File: config.mk
export PLATFORM = sky130hd
export DESIGN_NAME = fastq_fasta_stream_validator
export DESIGN_NICKNAME = d
export VERILOG_FILES = /design/src/hw/rtl/fqv_pkg.sv /design/src/hw/rtl/fqv_core.sv /design/src/hw/rtl/fqv_out_reg.sv /design/src/hw/rtl/fastq_fasta_stream_validator.sv
export SDC_FILE = /design/constraint.sdc
export NUM_CORES = 1
export LEC_CHECK = 0
export BUFFER_PORTS_ARGS = -buffer_cell sky130_fd_sc_hd__buf_4
export CAP_MARGIN = 25
export CORE_ASPECT_RATIO = 1.2
export CORE_MARGIN = 3
export CORE_UTILIZATION = 60
export CTS_CLUSTER_SIZE = 20
export DETAILED_ROUTE_END_ITERATION = 12
export PLACE_DENSITY = 0.85
export SLEW_MARGIN = 15
export SYNTH_ARGS = -nofsm -noshare
export SYNTH_HDL_FRONTEND = slang
export SYNTH_SLANG_ARGS = --single-unit
File: constraint.sdc
create_clock -name clk -period 4 [get_ports clk]
set_clock_uncertainty 0.1 [all_clocks]
set_input_delay 1 -clock clk [delete_from_list [all_inputs] [get_ports clk]]
set_output_delay 1 -clock clk [all_outputs]
set_load 0.05 [all_outputs]
File: src/hw/rtl/fqv_pkg.sv
package fqv_pkg;

	// width of the line length counters
	localparam int LENGTH_BITS = 16;

	// character codes
	localparam logic [7:0] CHAR_NL    = 8'd10;
	localparam logic [7:0] CHAR_GT    = 8'd62;
	localparam logic [7:0] CHAR_AT    = 8'd64;
	localparam logic [7:0] CHAR_BANG  = 8'd33;
	localparam logic [7:0] CHAR_TILDE = 8'd126;
	localparam logic [7:0] CHAR_UA    = 8'd65;
	localparam logic [7:0] CHAR_UC    = 8'd67;
	localparam logic [7:0] CHAR_UG    = 8'd71;
	localparam logic [7:0] CHAR_UN    = 8'd78;
	localparam logic [7:0] CHAR_UT    = 8'd84;
	localparam logic [7:0] CHAR_LA    = 8'd97;
	localparam logic [7:0] CHAR_LZ    = 8'd122;
	localparam logic [7:0] CASE_DIFF  = 8'd32;

	// record formats
	localparam logic FMT_FASTA = 1'b0;
	localparam logic FMT_FASTQ = 1'b1;

	// error codes
	typedef enum logic [2:0] {
		ERR_NONE    = 3'd0,
		ERR_HEADER  = 3'd1,
		ERR_BASE    = 3'd2,
		ERR_LENGTH  = 3'd3,
		ERR_QUALITY = 3'd4
	} fqv_err_t;

	// fastq line number within a record
	typedef enum logic [1:0] {
		PH_HEADER = 2'd0,
		PH_SEQ    = 2'd1,
		PH_PLUS   = 2'd2,
		PH_QUAL   = 2'd3
	} fqv_phase_t;

	// one input beat
	typedef struct packed {
		logic [7:0] text_byte;
		logic       last_byte;
	} fqv_item_t;

	// one result beat
	typedef struct packed {
		logic     content_valid;
		fqv_err_t error_kind;
	} fqv_result_t;

	// parser state
	typedef struct packed {
		fqv_phase_t             line_phase;
		logic                   at_line_start;
		logic                   fasta_header_due;
		logic [LENGTH_BITS-1:0] read_length;
		logic [LENGTH_BITS-1:0] quality_length;
		logic                   checking_stopped;
		fqv_err_t               first_error;
	} fqv_state_t;

	localparam fqv_state_t STATE_RESET = '{
		line_phase:       PH_HEADER,
		at_line_start:    1'b1,
		fasta_header_due: 1'b1,
		read_length:      '0,
		quality_length:   '0,
		checking_stopped: 1'b0,
		first_error:      ERR_NONE
	};

endpackage

File: src/hw/rtl/fqv_core.sv
module fqv_core (
	input  logic               clk,
	input  logic               arst_n,
	input  logic               file_format,
	input  logic               fire,
	input  fqv_pkg::fqv_item_t item,
	output logic               res_valid,
	output fqv_pkg::fqv_result_t res
);
	import fqv_pkg::*;

	fqv_state_t state_q;
	fqv_state_t after_byte;
	fqv_state_t after_last;
	fqv_state_t state_next;

	function automatic fqv_state_t note_error(fqv_state_t st, fqv_err_t kind, logic halt);
		fqv_state_t r;
		r = st;
		if (r.first_error == ERR_NONE) begin
			r.first_error = kind;
		end
		if (halt) begin
			r.checking_stopped = 1'b1;
		end
		return r;
	endfunction

	function automatic logic is_base(logic [7:0] b);
		logic [7:0] u;
		u = (b >= CHAR_LA && b <= CHAR_LZ) ? b - CASE_DIFF : b;
		return u == CHAR_UA || u == CHAR_UC || u == CHAR_UG || u == CHAR_UT || u == CHAR_UN;
	endfunction

	function automatic logic [LENGTH_BITS-1:0] count_up(logic [LENGTH_BITS-1:0] v);
		return (&v) ? v : v + 1'b1;
	endfunction

	function automatic fqv_state_t end_line(fqv_state_t st, logic fmt);
		fqv_state_t r;
		r = st;
		if (!st.at_line_start) begin
			if (fmt == FMT_FASTQ) begin
				if (st.line_phase == PH_QUAL && st.quality_length != st.read_length) begin
					r = note_error(st, ERR_LENGTH, 1'b1);
				end else begin
					r.line_phase    = fqv_phase_t'(st.line_phase + 2'd1);
					r.at_line_start = 1'b1;
				end
			end else begin
				r.fasta_header_due = 1'b0;
				r.at_line_start    = 1'b1;
			end
		end
		return r;
	endfunction

	function automatic fqv_state_t take_byte(fqv_state_t st, logic fmt, logic [7:0] b);
		fqv_state_t r;
		logic       first;
		r               = st;
		first           = st.at_line_start;
		r.at_line_start = 1'b0;
		if (fmt == FMT_FASTA) begin
			if (st.fasta_header_due) begin
				if (first && b != CHAR_GT) begin
					r = note_error(r, ERR_HEADER, 1'b1);
				end
			end else if (!is_base(b)) begin
				r = note_error(r, ERR_BASE, 1'b0);
			end
		end else begin
			case (st.line_phase)
				PH_HEADER: begin
					if (first && b != CHAR_AT) begin
						r = note_error(r, ERR_HEADER, 1'b1);
					end
				end
				PH_SEQ: begin
					r.read_length = count_up(first ? '0 : st.read_length);
					if (!is_base(b)) begin
						r = note_error(r, ERR_BASE, 1'b0);
					end
				end
				PH_PLUS: begin
					r = r;
				end
				default: begin
					r.quality_length = count_up(first ? '0 : st.quality_length);
					if (b < CHAR_BANG || b > CHAR_TILDE) begin
						r = note_error(r, ERR_QUALITY, 1'b0);
					end
				end
			endcase
		end
		return r;
	endfunction

	// per-byte update, then the implicit line end on the final byte
	always_comb begin
		after_byte = state_q;
		if (!state_q.checking_stopped) begin
			if (item.text_byte == CHAR_NL) begin
				after_byte = end_line(state_q, file_format);
			end else begin
				after_byte = take_byte(state_q, file_format, item.text_byte);
			end
		end
		after_last = after_byte;
		if (!after_byte.checking_stopped && item.text_byte != CHAR_NL) begin
			after_last = end_line(after_byte, file_format);
		end
		state_next = item.last_byte ? STATE_RESET : after_byte;
	end

	// result of the final beat
	assign res_valid         = fire && item.last_byte;
	assign res.content_valid = (after_last.first_error == ERR_NONE);
	assign res.error_kind    = after_last.first_error;

	// state register
	always_ff @(posedge clk or negedge arst_n) begin
		if (!arst_n) begin
			state_q <= STATE_RESET;
		end else if (fire) begin
			state_q <= state_next;
		end
	end

endmodule

File: src/hw/rtl/fqv_out_reg.sv
module fqv_out_reg (
	input  logic                 clk,
	input  logic                 arst_n,
	input  logic                 res_valid,
	input  fqv_pkg::fqv_result_t res,
	output logic                 can_take,
	output logic                 m_axis_tvalid,
	input  logic                 m_axis_tready,
	output fqv_pkg::fqv_result_t m_res
);
	import fqv_pkg::*;

	logic        valid_q;
	fqv_result_t res_q;

	// slot is free when empty or draining this cycle
	assign can_take      = !valid_q || m_axis_tready;
	assign m_axis_tvalid = valid_q;
	assign m_res         = res_q;

	// result valid flag
	always_ff @(posedge clk or negedge arst_n) begin
		if (!arst_n) begin
			valid_q <= 1'b0;
		end else if (res_valid) begin
			valid_q <= 1'b1;
		end else if (m_axis_tready) begin
			valid_q <= 1'b0;
		end
	end

	// result payload
	always_ff @(posedge clk) begin
		if (res_valid) begin
			res_q <= res;
		end
	end

endmodule

File: src/hw/rtl/fastq_fasta_stream_validator.sv
// a final beat passes the input register, then the output register; its result is offered once the output is free
// throughput: one byte per cycle; stalls only while a result waits on the output register
// the per-byte parser update between the input register and state register sets the rate
// reset: arst_n asynchronously clears parser state, input and output valid, format to fasta
// after each final beat the parser state returns to its reset value; the format register stays
module fastq_fasta_stream_validator (
	input  logic       clk,
	input  logic       arst_n,
	input  logic       s_axis_tvalid,
	output logic       s_axis_tready,
	input  logic [7:0] s_axis_tdata,   // [7:0] text_byte
	input  logic       s_axis_tlast,   // last_byte
	output logic       m_axis_tvalid,
	input  logic       m_axis_tready,
	output logic [7:0] m_axis_tdata,   // [0] content_valid, [3:1] error_kind, [7:4] zero
	input  logic       cfg_valid,
	output logic       cfg_ready,
	input  logic       cfg_data        // file_format
);
	import fqv_pkg::*;

	logic        file_format_q;
	logic        valid_s1;
	fqv_item_t   item_s1;
	logic        can_take;
	logic        fire;
	logic        res_valid;
	fqv_result_t res;
	fqv_result_t m_res;

	// format register
	assign cfg_ready = 1'b1;

	always_ff @(posedge clk or negedge arst_n) begin
		if (!arst_n) begin
			file_format_q <= FMT_FASTA;
		end else if (cfg_valid) begin
			file_format_q <= cfg_data;
		end
	end

	// a final beat waits for the output slot, others go straight through
	assign fire          = valid_s1 && (!item_s1.last_byte || can_take);
	assign s_axis_tready = !valid_s1 || fire;

	// input register
	always_ff @(posedge clk or negedge arst_n) begin
		if (!arst_n) begin
			valid_s1 <= 1'b0;
		end else if (s_axis_tready) begin
			valid_s1 <= s_axis_tvalid;
		end
	end

	always_ff @(posedge clk) begin
		if (s_axis_tready && s_axis_tvalid) begin
			item_s1.text_byte <= s_axis_tdata;
			item_s1.last_byte <= s_axis_tlast;
		end
	end

	fqv_core u_core (
		.clk         (clk),
		.arst_n      (arst_n),
		.file_format (file_format_q),
		.fire        (fire),
		.item        (item_s1),
		.res_valid   (res_valid),
		.res         (res)
	);

	fqv_out_reg u_out (
		.clk           (clk),
		.arst_n        (arst_n),
		.res_valid     (res_valid),
		.res           (res),
		.can_take      (can_take),
		.m_axis_tvalid (m_axis_tvalid),
		.m_axis_tready (m_axis_tready),
		.m_res         (m_res)
	);

	assign m_axis_tdata = {4'b0000, m_res.error_kind, m_res.content_valid};

endmodule

==> results_dict.tcl, run 1 <==
set metrics [dict create \
    slew_violations 0 \
    ys_types 80 \
    initial_core_util_pct 63.0 \
    cap_violations 0 \
    antenna_found_initial 0 \
    ctsResizeCount 0 \
    hold_path_class "reg2reg" \
    ys_top_cells_by_area "dfrtp_1 (23%), edfxtp_1 (8.9%), nand2_1 (5.2%), a22o_1 (4.4%), xor2_1 (4.2%)" \
    core-area_sq_mm 0.00694 \
    synth-simple-area-share_pct 23.8 \
    place_inst 585 \
    dr.pass1.iters 5 \
    cts_buffer_depth 2 \
    setup-tns-final_ps 0 \
    critPathMaxFanout 15 \
    path_class "reg2reg" \
    required_ps 3970 \
    synthArstFlopShare_pct 76.8 \
    vias_per_cell 7.07 \
    layout-drive-gt1-share_pct 11.1 \
    grt_max_degree 44 \
    synth_compound_area_share_pct 28.0 \
    fin_cells 593 \
    root_buffer "clkbuf_8" \
    setup_viol 0 \
    dpl.hpwl_um 9130 \
    synth_xor_area_share_pct 6.02 \
    critPathCaptureType "flop" \
    avgSynthCellArea_sq_um 8.65 \
    path_buf_inv 0 \
    wl_per_cell_um 20.8 \
    grt_pass1_wl_um 20200 \
    area_growth_pct 5.36 \
    rows 33 \
    period_needed_ps 3630 \
    io_buffers 20 \
    clkSinkCount 56 \
    synth_top_flop_cell "dfrtp_1" \
    seq_area_frac_synth_pct 33.6 \
    final_cell_mix "nand2_1 (60), dfrtp_1 (41), o21ai_0 (35)" \
    worst_setup_path_start_kind "flop" \
    synth_top_area_share_pct 23.5 \
    gp_congestion 1.03 \
    finalHoldViolCount 0 \
    clkTransAtPathRegs_ps 110 \
    critical_path_arrival_ps 3600 \
    grt-ovfl-total 0 \
    cts_tree "built" \
    p_per_area_mw_per_mm2 282 \
    yosys_warnings 0 \
    htreeDepth 2 \
    rsz0062_at_grt "false" \
    critPathMostFrequentCell "nand2_1" \
    ys_ff_latch 56 \
    netlist_area_sq_mm 0.00437 \
    synth-edff-count 13 \
    drc 0 \
    synth.area.mux_share_pct 0.687 \
    max_stage_delay_ps 530 \
    fin_crit_sh_pct 90.8 \
    grt_util_all_layers_pct 30.1 \
    clock_latency_ps 320 \
    final_common_cell "nand2_1" \
    diodes 0 \
    p_leak_nw 2.00 \
    max_freq_ghz 0.275 \
    die_x_um 83.9 \
    drt-total-wl_um 12300 \
    synth_fa_ha_area_share_pct 2.29 \
    die-area_sq_mm 0.00834 \
    ant_nets 0 \
    fp.dieH_um 99.5 \
    synth_top_area_cell "dfrtp_1" \
    synth_top_family_by_area "compound AO/OA/AOI/OAI gates" \
    crit_family "simple AND/OR/NAND/NOR gates" \
    cts-buffers-inserted 5 \
    drt_iter0_markers 399 \
    synthCells 505 \
    vias 4193 \
    grt_pass1_vias 4030 \
    slew_headroom_pct 44.4 \
    worst_slew_pin_slew_ps 830 \
    path_cells "nor2b_1 -> ha_1 -> and4b_1 -> and4_1 -> nand2_1 -> a31o_2 -> a311o_1 -> xor2_1 -> nand4_1 -> o31ai_1 -> nand2_1" \
    status "completed" \
    ir_worst_vdd_mv 0.198 \
    hold_buffers 0 \
    post_cts_buffers 0 \
    n_fill_cell 603 \
    layout.nets 528 \
    slowest_stage "and4_1" \
    io_pins 26 \
]
## worst register-to-register path, delay by kind of cell (launching register included)
family	cells	cell delay, ps
DFF	1	470
AOI/OAI and AO/OA	3	1000
xor gates and xnor gates	1	160
adders and majority gates	1	220
and+or+nand+nor	6	1430
## cell usage after synthesis, drive strengths merged (6+ instances only)
cell,count
ha,8
inv,15
a21oi,25
dfrtp,41
a22o,22
o21ai,36
a31oi,9
nand4,10
buf,18
nor2,22
nand3,16
edfxtp,13
xnor2,9
nand2,60
nor2b,9
o211ai,7
xor2,21
a211oi,7
clkbuf,19
and4,6
and2,7
nor4,7
or3,7
nor3,9
and3,13
## cell type report
class	count	area [sq um]	share of cell area [%]
Sequential cell	56	1470	31.9
Inverter	15	56.3	1.22
Clock buffer	6	82.6	1.79
Multi-Input combinational cell	400	2670	58.1
Clock inverter	2	10.0	0.218
Tap cell	87	109	2.37
Timing Repair Buffer	27	203	4.40
## state kept, by name, summed over array words and instances, names as in the netlist
name                 flops
file_format_q            1
valid_s1                 1
u_out.m_res              4
u_out.m_axis_tvalid      1
item_s1                  9
u_core.state_q          40
## metrics by stage
stage	util [%]	total power (W)	worst slack, ps	instance area [sq um]	hold slack [ps]
detailed placement	65.0	0.000965	416	4510	410
finish	66.3	0.00130	369	4600	419
CTS	66.3	0.00129	396	4600	428
floorplan	-	0.000876	401	4380	356
global route	66.3	0.00134	85.1	4600	444
global placement	65.0	0.000956	516	4510	380
## power breakdown
part / internal (W) / total, W / switching (W) / leakage, nW
logic: 0.0000988 / 0.000301 / 0.000202 / 1.24
registers: 0.000618 / 0.000662 / 0.0000445 / 0.710
clock network: 0.000139 / 0.000335 / 0.000196 / 0.0510
## worst paths after layout
| check | start | endpoint | slack (ps) | depth (start not counted) |
|---|---|---|---|---|
| max in group asynchronous | arst_n | u_core.state_q[36] | 2840 | 1 |
| min in group asynchronous | arst_n | u_core.state_q[28] | 560 | 1 |
| setup reg to reg | u_core.state_q[4] | u_out.m_res[0] | 370 | 11 |
| hold reg to reg | u_core.state_q[36] | u_core.state_q[36] | 420 | 2 |
| hold / removal | u_core.state_q[36] | u_core.state_q[36] | 420 | 2 |
| setup / recovery | u_core.state_q[4] | u_out.m_res[0] | 370 | 11 |
## kinds of logic (layout without fill, tap and decap cells)
family	count (synthesis)	after routing
AO/OA/AOI/OAI	165	165
XOR/XNOR	30	30
adder cells (fa/ha/maj)	8	8
buffers and inverters	52	50
flip-flops	56	56
multiplexers	3	3
other	2	5
AND/OR/NAND/NOR	189	189
## metal layers
layer	GRT usage, %	part of all wire [%]	up-vias
li1	-	-	1904
met1	38.0	38	1992
met2	50.2	49	247
met3	5.14	8.6	50
met4	14.6	4.3	0
met5	0	0	-
Power figures use the tool's default switching activity.
==> inputs of run 2 (changes only) <==
==> constraint.sdc (replaced) <==
create_clock -name clk -period 3.8 [get_ports clk]
set_clock_uncertainty 0.1 [all_clocks]
set_input_delay 0.95 -clock clk [delete_from_list [all_inputs] [get_ports clk]]
set_output_delay 0.95 -clock clk [all_outputs]
set_load 0.05 [all_outputs]
==> run 2 against run 1 <==
- sequential power grew 5.3%
- flip-flop and latch count is the same
- core utilization grew 0.054 points
- clock power shrank 1%
- critical path type unchanged
- routed wire length grew 2.5%
- non-clock buffer count grew 2
- via count grew 0.91%
- final cell count grew 0.34%
- largest power group unchanged
- critical path depth is the same
- setup slack lost 230 ps
- sequential share of layout area is essentially flat
- global-route usage grew 1.0 points
==> results_dict.tcl, run 2 (synthesis results as in run 1) <==
set metrics [dict create \
    worst_setup_path_start_kind "flop" \
    rsz0062_at_grt "false" \
    required_ps 3770 \
    dpl.hpwl_um 9280 \
    vias_per_cell 7.11 \
    fp.dieH_um 99.5 \
    ant_nets 0 \
    slew_violations 0 \
    area_growth_pct 5.44 \
    sw_frac_of_total_pct 34.3 \
    clkTransAtPathRegs_ps 110 \
    max_freq_ghz 0.273 \
    worst_slew_pin_slew_ps 837 \
    final_cell_mix "nand2_1 (60), dfrtp_1 (41), o21ai_0 (35)" \
    p_leak_nw 2.00 \
    finalHoldViolCount 0 \
    drc 0 \
    cts_buffer_depth 2 \
    clkPwrFrac_pct 24.5 \
    ctsResizeCount 0 \
    top_register "u_core.state_q" \
    grt_max_degree 44 \
    drt-total-wl_um 12600 \
    comb_power_share_pct 23.8 \
    fin_crit_sh_pct 96.5 \
    r2r-start "u_core.state_q[5]" \
    clock_latency_ps 320 \
    path_buf_inv 0 \
    rows 33 \
    die-area_sq_mm 0.00834 \
    n_fill_cell 579 \
    antenna_found_initial 0 \
    grt-ovfl-total 0 \
    hold_path_class "reg2reg" \
    gp_congestion 1.04 \
    io_pins 26 \
    path_class "reg2reg" \
    diodes 0 \
    core-area_sq_mm 0.00694 \
    cts-buffers-inserted 5 \
    hold_buffers 0 \
    period_needed_ps 3670 \
    cap_violations 0 \
    final_common_cell "nand2_1" \
    p_per_area_mw_per_mm2 293 \
    grt_pass1_wl_um 20700 \
    drt_iter0_markers 395 \
    crit_family "simple AND/OR/NAND/NOR gates" \
    slew_headroom_pct 44.0 \
    die_x_um 83.9 \
    io_buffers 20 \
    multi_input_area_sq_mm 0.00267 \
    setup-tns-final_ps 0 \
    layout.nets 530 \
    vias 4231 \
    grt_util_all_layers_pct 31.2 \
    clkSinkCount 56 \
    htreeDepth 2 \
    wl_per_cell_um 21.2 \
    initial_core_util_pct 63.0 \
    holdWs_ps 416 \
    share_seq_of_total_power_pct 51.7 \
    critPathCaptureType "flop" \
    root_buffer "clkbuf_8" \
    max_stage_delay_ps 490 \
    path_cells "nor2b_1 -> ha_1 -> and4b_1 -> and4_1 -> a2111oi_2 -> mux2i_1 -> or3_1 -> a22oi_1 -> nand4_1 -> o31ai_1 -> nand2_1" \
    wl_met3_um 1140 \
    setup_viol 0 \
    p_int_w 0.000885 \
    met2WireLength_um 5860 \
    ir_worst_vdd_mv 0.212 \
    wl_met1_um 4890 \
    hold_path_startpoint "u_core.state_q[36]" \
    crit_start "u_core.state_q[5]" \
    critPathMaxFanout 7 \
    layout-drive-gt1-share_pct 11.0 \
    grt_pass1_vias 4076 \
    post_cts_buffers 0 \
    status "completed" \
    largest_reg_flops 40 \
    dr.pass1.iters 5 \
    p_sw_w 0.000462 \
    critical_path_arrival_ps 3630 \
    cts_tree "built" \
    register_area_sq_mm 0.00147 \
    top_layer_used "met4" \
    slowest_stage "a2111oi_2" \
]
==> run 2: cell count changes in the layout (fill, tap and decap cells not counted) <==
cell	previous run	this run
clkbuf_8	6	5
clkbuf_1	0	2
buf_4	27	29
clkinv_2	2	1
==> run 2: path summary, 6_finish.rpt <==
path	slack [ps]	endpoint	depth (start not counted)
max	130	u_out.m_res[0]	11
min	420	u_core.state_q[36]	2
max reg2reg	130	u_out.m_res[0]	11
min reg2reg	420	u_core.state_q[36]	2
max in group asynchronous	2670	u_core.state_q[8]	1
min in group asynchronous	510	u_core.state_q[27]	1
==> run 2: worst min-delay path: cells and delay by family, from the launching register on <==
family | cells | cell delay [ps]
AOI/OAI and AO/OA | 1 | 80
DFF | 1 | 390
and+or+nand+nor | 1 | 60
==> run 2: area by class of cell <==
type                            count  share of cell area [%]
Sequential cell                    56                    31.9
Clock buffer                        7                    1.66
Timing Repair Buffer               29                    4.73
Multi-Input combinational cell    400                    58.0
Inverter                           15                    1.22
Tap cell                           87                    2.36
Clock inverter                      1                   0.109
==> run 2: stage by stage <==
step                      total power [W]  utilization (%)  cell area [sq um]  cells  worst slack [ps]
after floorplan                  0.000923                -               4380    508               201
after global placement            0.00101             65.2               4520    587               382
after detailed placement          0.00102             65.2               4520    587               230
after CTS                         0.00134             66.4               4610    595               224
after global routing              0.00140             66.4               4610    595              16.3
final                             0.00135             66.4               4610    595               135
==> run 2: per-layer routing <==
layer / global-route usage [%] / vias to the layer above
li1: - / 1912
met1: 39.6 / 1948
met2: 49.0 / 298
met3: 5.72 / 73
met4: 20.0 / 0
met5: 0 / -
==> run 2: power groups by stage <==
stage,registers [W],logic [W],clock network (W)
6_report,0.000697,0.000320,0.000330
5_1_grt,0.000703,0.000345,0.000354
4_1_cts,0.000695,0.000314,0.000334
3_5_place_dp,0.000707,0.000313,0
3_3_place_gp,0.000705,0.000307,0
2_1_floorplan,0.000700,0.000223,0
==> inputs of run 3 (changes only) <==
--- a/config.mk
+++ b/config.mk
@@ -9,10 +9,10 @@
 export CAP_MARGIN = 25
 export CORE_ASPECT_RATIO = 1.2
 export CORE_MARGIN = 3
-export CORE_UTILIZATION = 60
+export CORE_UTILIZATION = 55
 export CTS_CLUSTER_SIZE = 20
 export DETAILED_ROUTE_END_ITERATION = 12
-export PLACE_DENSITY = 0.85
+export PLACE_DENSITY = 0.79
 export SLEW_MARGIN = 15
 export SYNTH_ARGS = -nofsm -noshare
 export SYNTH_HDL_FRONTEND = slang
==> run 3 against run 2 <==
- fmax increased by 2.7%
- count of clock-buffer cells in the layout unchanged
- global-route usage decreased by 3.2 points
- critical endpoint is now u_out.m_res[3]
- core utilization decreased by 4.5 points
- first-iteration DRC count increased by 22%
- flip-flop and latch count unchanged
- via count decreased by 0.52%
- critical path depth unchanged
- critical path type unchanged
- routed wire length increased by 0.15%
==> results_dict.tcl, run 3 (synthesis results as in run 1) <==
set metrics [dict create \
    layout-drive-gt1-share_pct 11.7 \
    p_per_area_mw_per_mm2 292 \
    comb_power_share_pct 24.6 \
    crit_family "simple AND/OR/NAND/NOR gates" \
    clock_latency_ps 320 \
    setup_viol 0 \
    place_inst 593 \
    hold_path_startpoint "u_core.state_q[36]" \
    layout.nets 533 \
    fp.dieH_um 104 \
    rsz0062_at_grt "false" \
    wl_per_cell_um 21.0 \
    critPathCaptureType "flop" \
    drt_iter0_markers 481 \
    multi_input_area_sq_mm 0.00267 \
    grt_max_degree 44 \
    grt_util_all_layers_pct 28.0 \
    status "completed" \
    path_buf_inv 0 \
    p_leak_nw 2.01 \
    drt-total-wl_um 12700 \
    finalHoldViolCount 0 \
    grt_pass1_wl_um 20000 \
    top_register "u_core.state_q" \
    drc 0 \
    io_pins 26 \
    sw_frac_of_total_pct 33.9 \
    slowest_stage "a2111oi_1" \
    cts_tree "built" \
    hold_path_class "reg2reg" \
    initial_core_util_pct 58.3 \
    slew_violations 0 \
    ant_nets 0 \
    critical_path_arrival_ps 3650 \
    final_common_cell "nand2_1" \
    fin_crit_sh_pct 93.9 \
    dpl_cell_area_sq_mm 0.00455 \
    max_stage_delay_ps 610 \
    share_seq_of_total_power_pct 50.9 \
    largest_reg_flops 40 \
    slew_headroom_pct 40.0 \
    die_x_um 87.4 \
    period_needed_ps 3570 \
    fin_area_sq_mm 0.00463 \
    crit_start "u_core.state_q[5]" \
    p_int_w 0.000895 \
    core-area_sq_mm 0.00749 \
    io_buffers 20 \
    path_cells "nor2b_1 -> ha_1 -> and4b_1 -> and4_2 -> a2111oi_1 -> mux2i_1 -> a211o_1 -> a22oi_1 -> nand4_1 -> or3_1 -> a21oi_2" \
    worst_slew_pin_slew_ps 897 \
    r2r-start "u_core.state_q[5]" \
    die-area_sq_mm 0.00905 \
    setup-tns-final_ps 0 \
    gp_congestion 0.974 \
    register_area_sq_mm 0.00147 \
    required_ps 3880 \
    ir_worst_vdd_mv 0.184 \
    clkTransAtPathRegs_ps 100 \
    cap_violations 0 \
    holdWs_ps 415 \
    max_freq_ghz 0.280 \
    worst_setup_path_start_kind "flop" \
    cts-buffers-inserted 5 \
    path_class "reg2reg" \
    n_fill_cell 664 \
    grt-ovfl-total 0 \
    dpl.hpwl_um 9340 \
    root_buffer "clkbuf_8" \
    p_sw_w 0.000460 \
    fin_cells 601 \
    grt_pass1_vias 3930 \
    clkSinkCount 56 \
    dr.pass1.iters 6 \
    diodes 0 \
    area_growth_pct 6.07 \
    cts_buffer_depth 2 \
    clkPwrFrac_pct 24.5 \
    htreeDepth 2 \
    vias_per_cell 7.00 \
    vias 4209 \
    antenna_found_initial 0 \
    total_power_w 0.00135 \
    final_cell_mix "nand2_1 (60), dfrtp_1 (41), o21ai_0 (35)" \
    rows 34 \
    critPathMaxFanout 7 \
]
==> run 3: worst register-to-register path, stage by stage, from the launching register on <==
cell and delay, ps:
dfrtp_1 480, nor2b_1 180, ha_1 230, and4b_1 260, and4_2 240, a2111oi_1 610, mux2i_1 250, a211o_1 300
a22oi_1 150, nand4_1 130, or3_1 390, a21oi_2 120
==> run 3: area by class of cell <==
type                            count  area share (%)
Clock buffer                        7            1.65
Clock inverter                      1           0.108
Inverter                           15            1.22
Multi-Input combinational cell    400            57.7
Sequential cell                    56            31.7
Tap cell                           90            2.43
Timing Repair Buffer               32            5.18
==> run 3: worst paths after layout <==
check	endpoint	slack, ps	cells after the start
min	u_core.state_q[36]	420	2
min reg2reg	u_core.state_q[36]	420	2
min in group asynchronous	u_core.state_q[33]	510	1
max	u_out.m_res[3]	230	11
max in group asynchronous	u_core.state_q[7]	2680	1
max reg2reg	u_out.m_res[3]	230	11
==> run 3: power groups by stage <==
| stage | Combinational [W] | Sequential (W) | Clock (W) |
|---|---|---|---|
| after floorplan | 0.000223 | 0.000700 | 0 |
| after global placement | 0.000325 | 0.000698 | 0 |
| after detailed placement | 0.000331 | 0.000700 | 0 |
| after CTS | 0.000331 | 0.000687 | 0.000338 |
| after global routing | 0.000362 | 0.000693 | 0.000359 |
| final | 0.000334 | 0.000689 | 0.000332 |
==> run 3: timing repair <==
action,4_1_cts,5_1_grt
hold buffers,0,0
setup buffers,0,0
resized for setup,0,1
endpoints found under the setup margin,0,1
==> run 3: per-stage QoR <==
stage	setup WS, ps	util, %
after floorplan	201	-
after global placement	398	60.8
after detailed placement	347	60.8
after CTS	296	61.9
after global routing	50.5	61.9
final	231	61.9
==> run 3: metal layers <==
layer / vias to the layer above / track usage [%] / wire [um]
met3: 45 / 3.81 / 881
met2: 214 / 44.6 / 6210
met4: 0 / 11.5 / 439
li1: 1920 / - / -
met5: - / 0 / 0
met1: 2030 / 37.7 / 5120
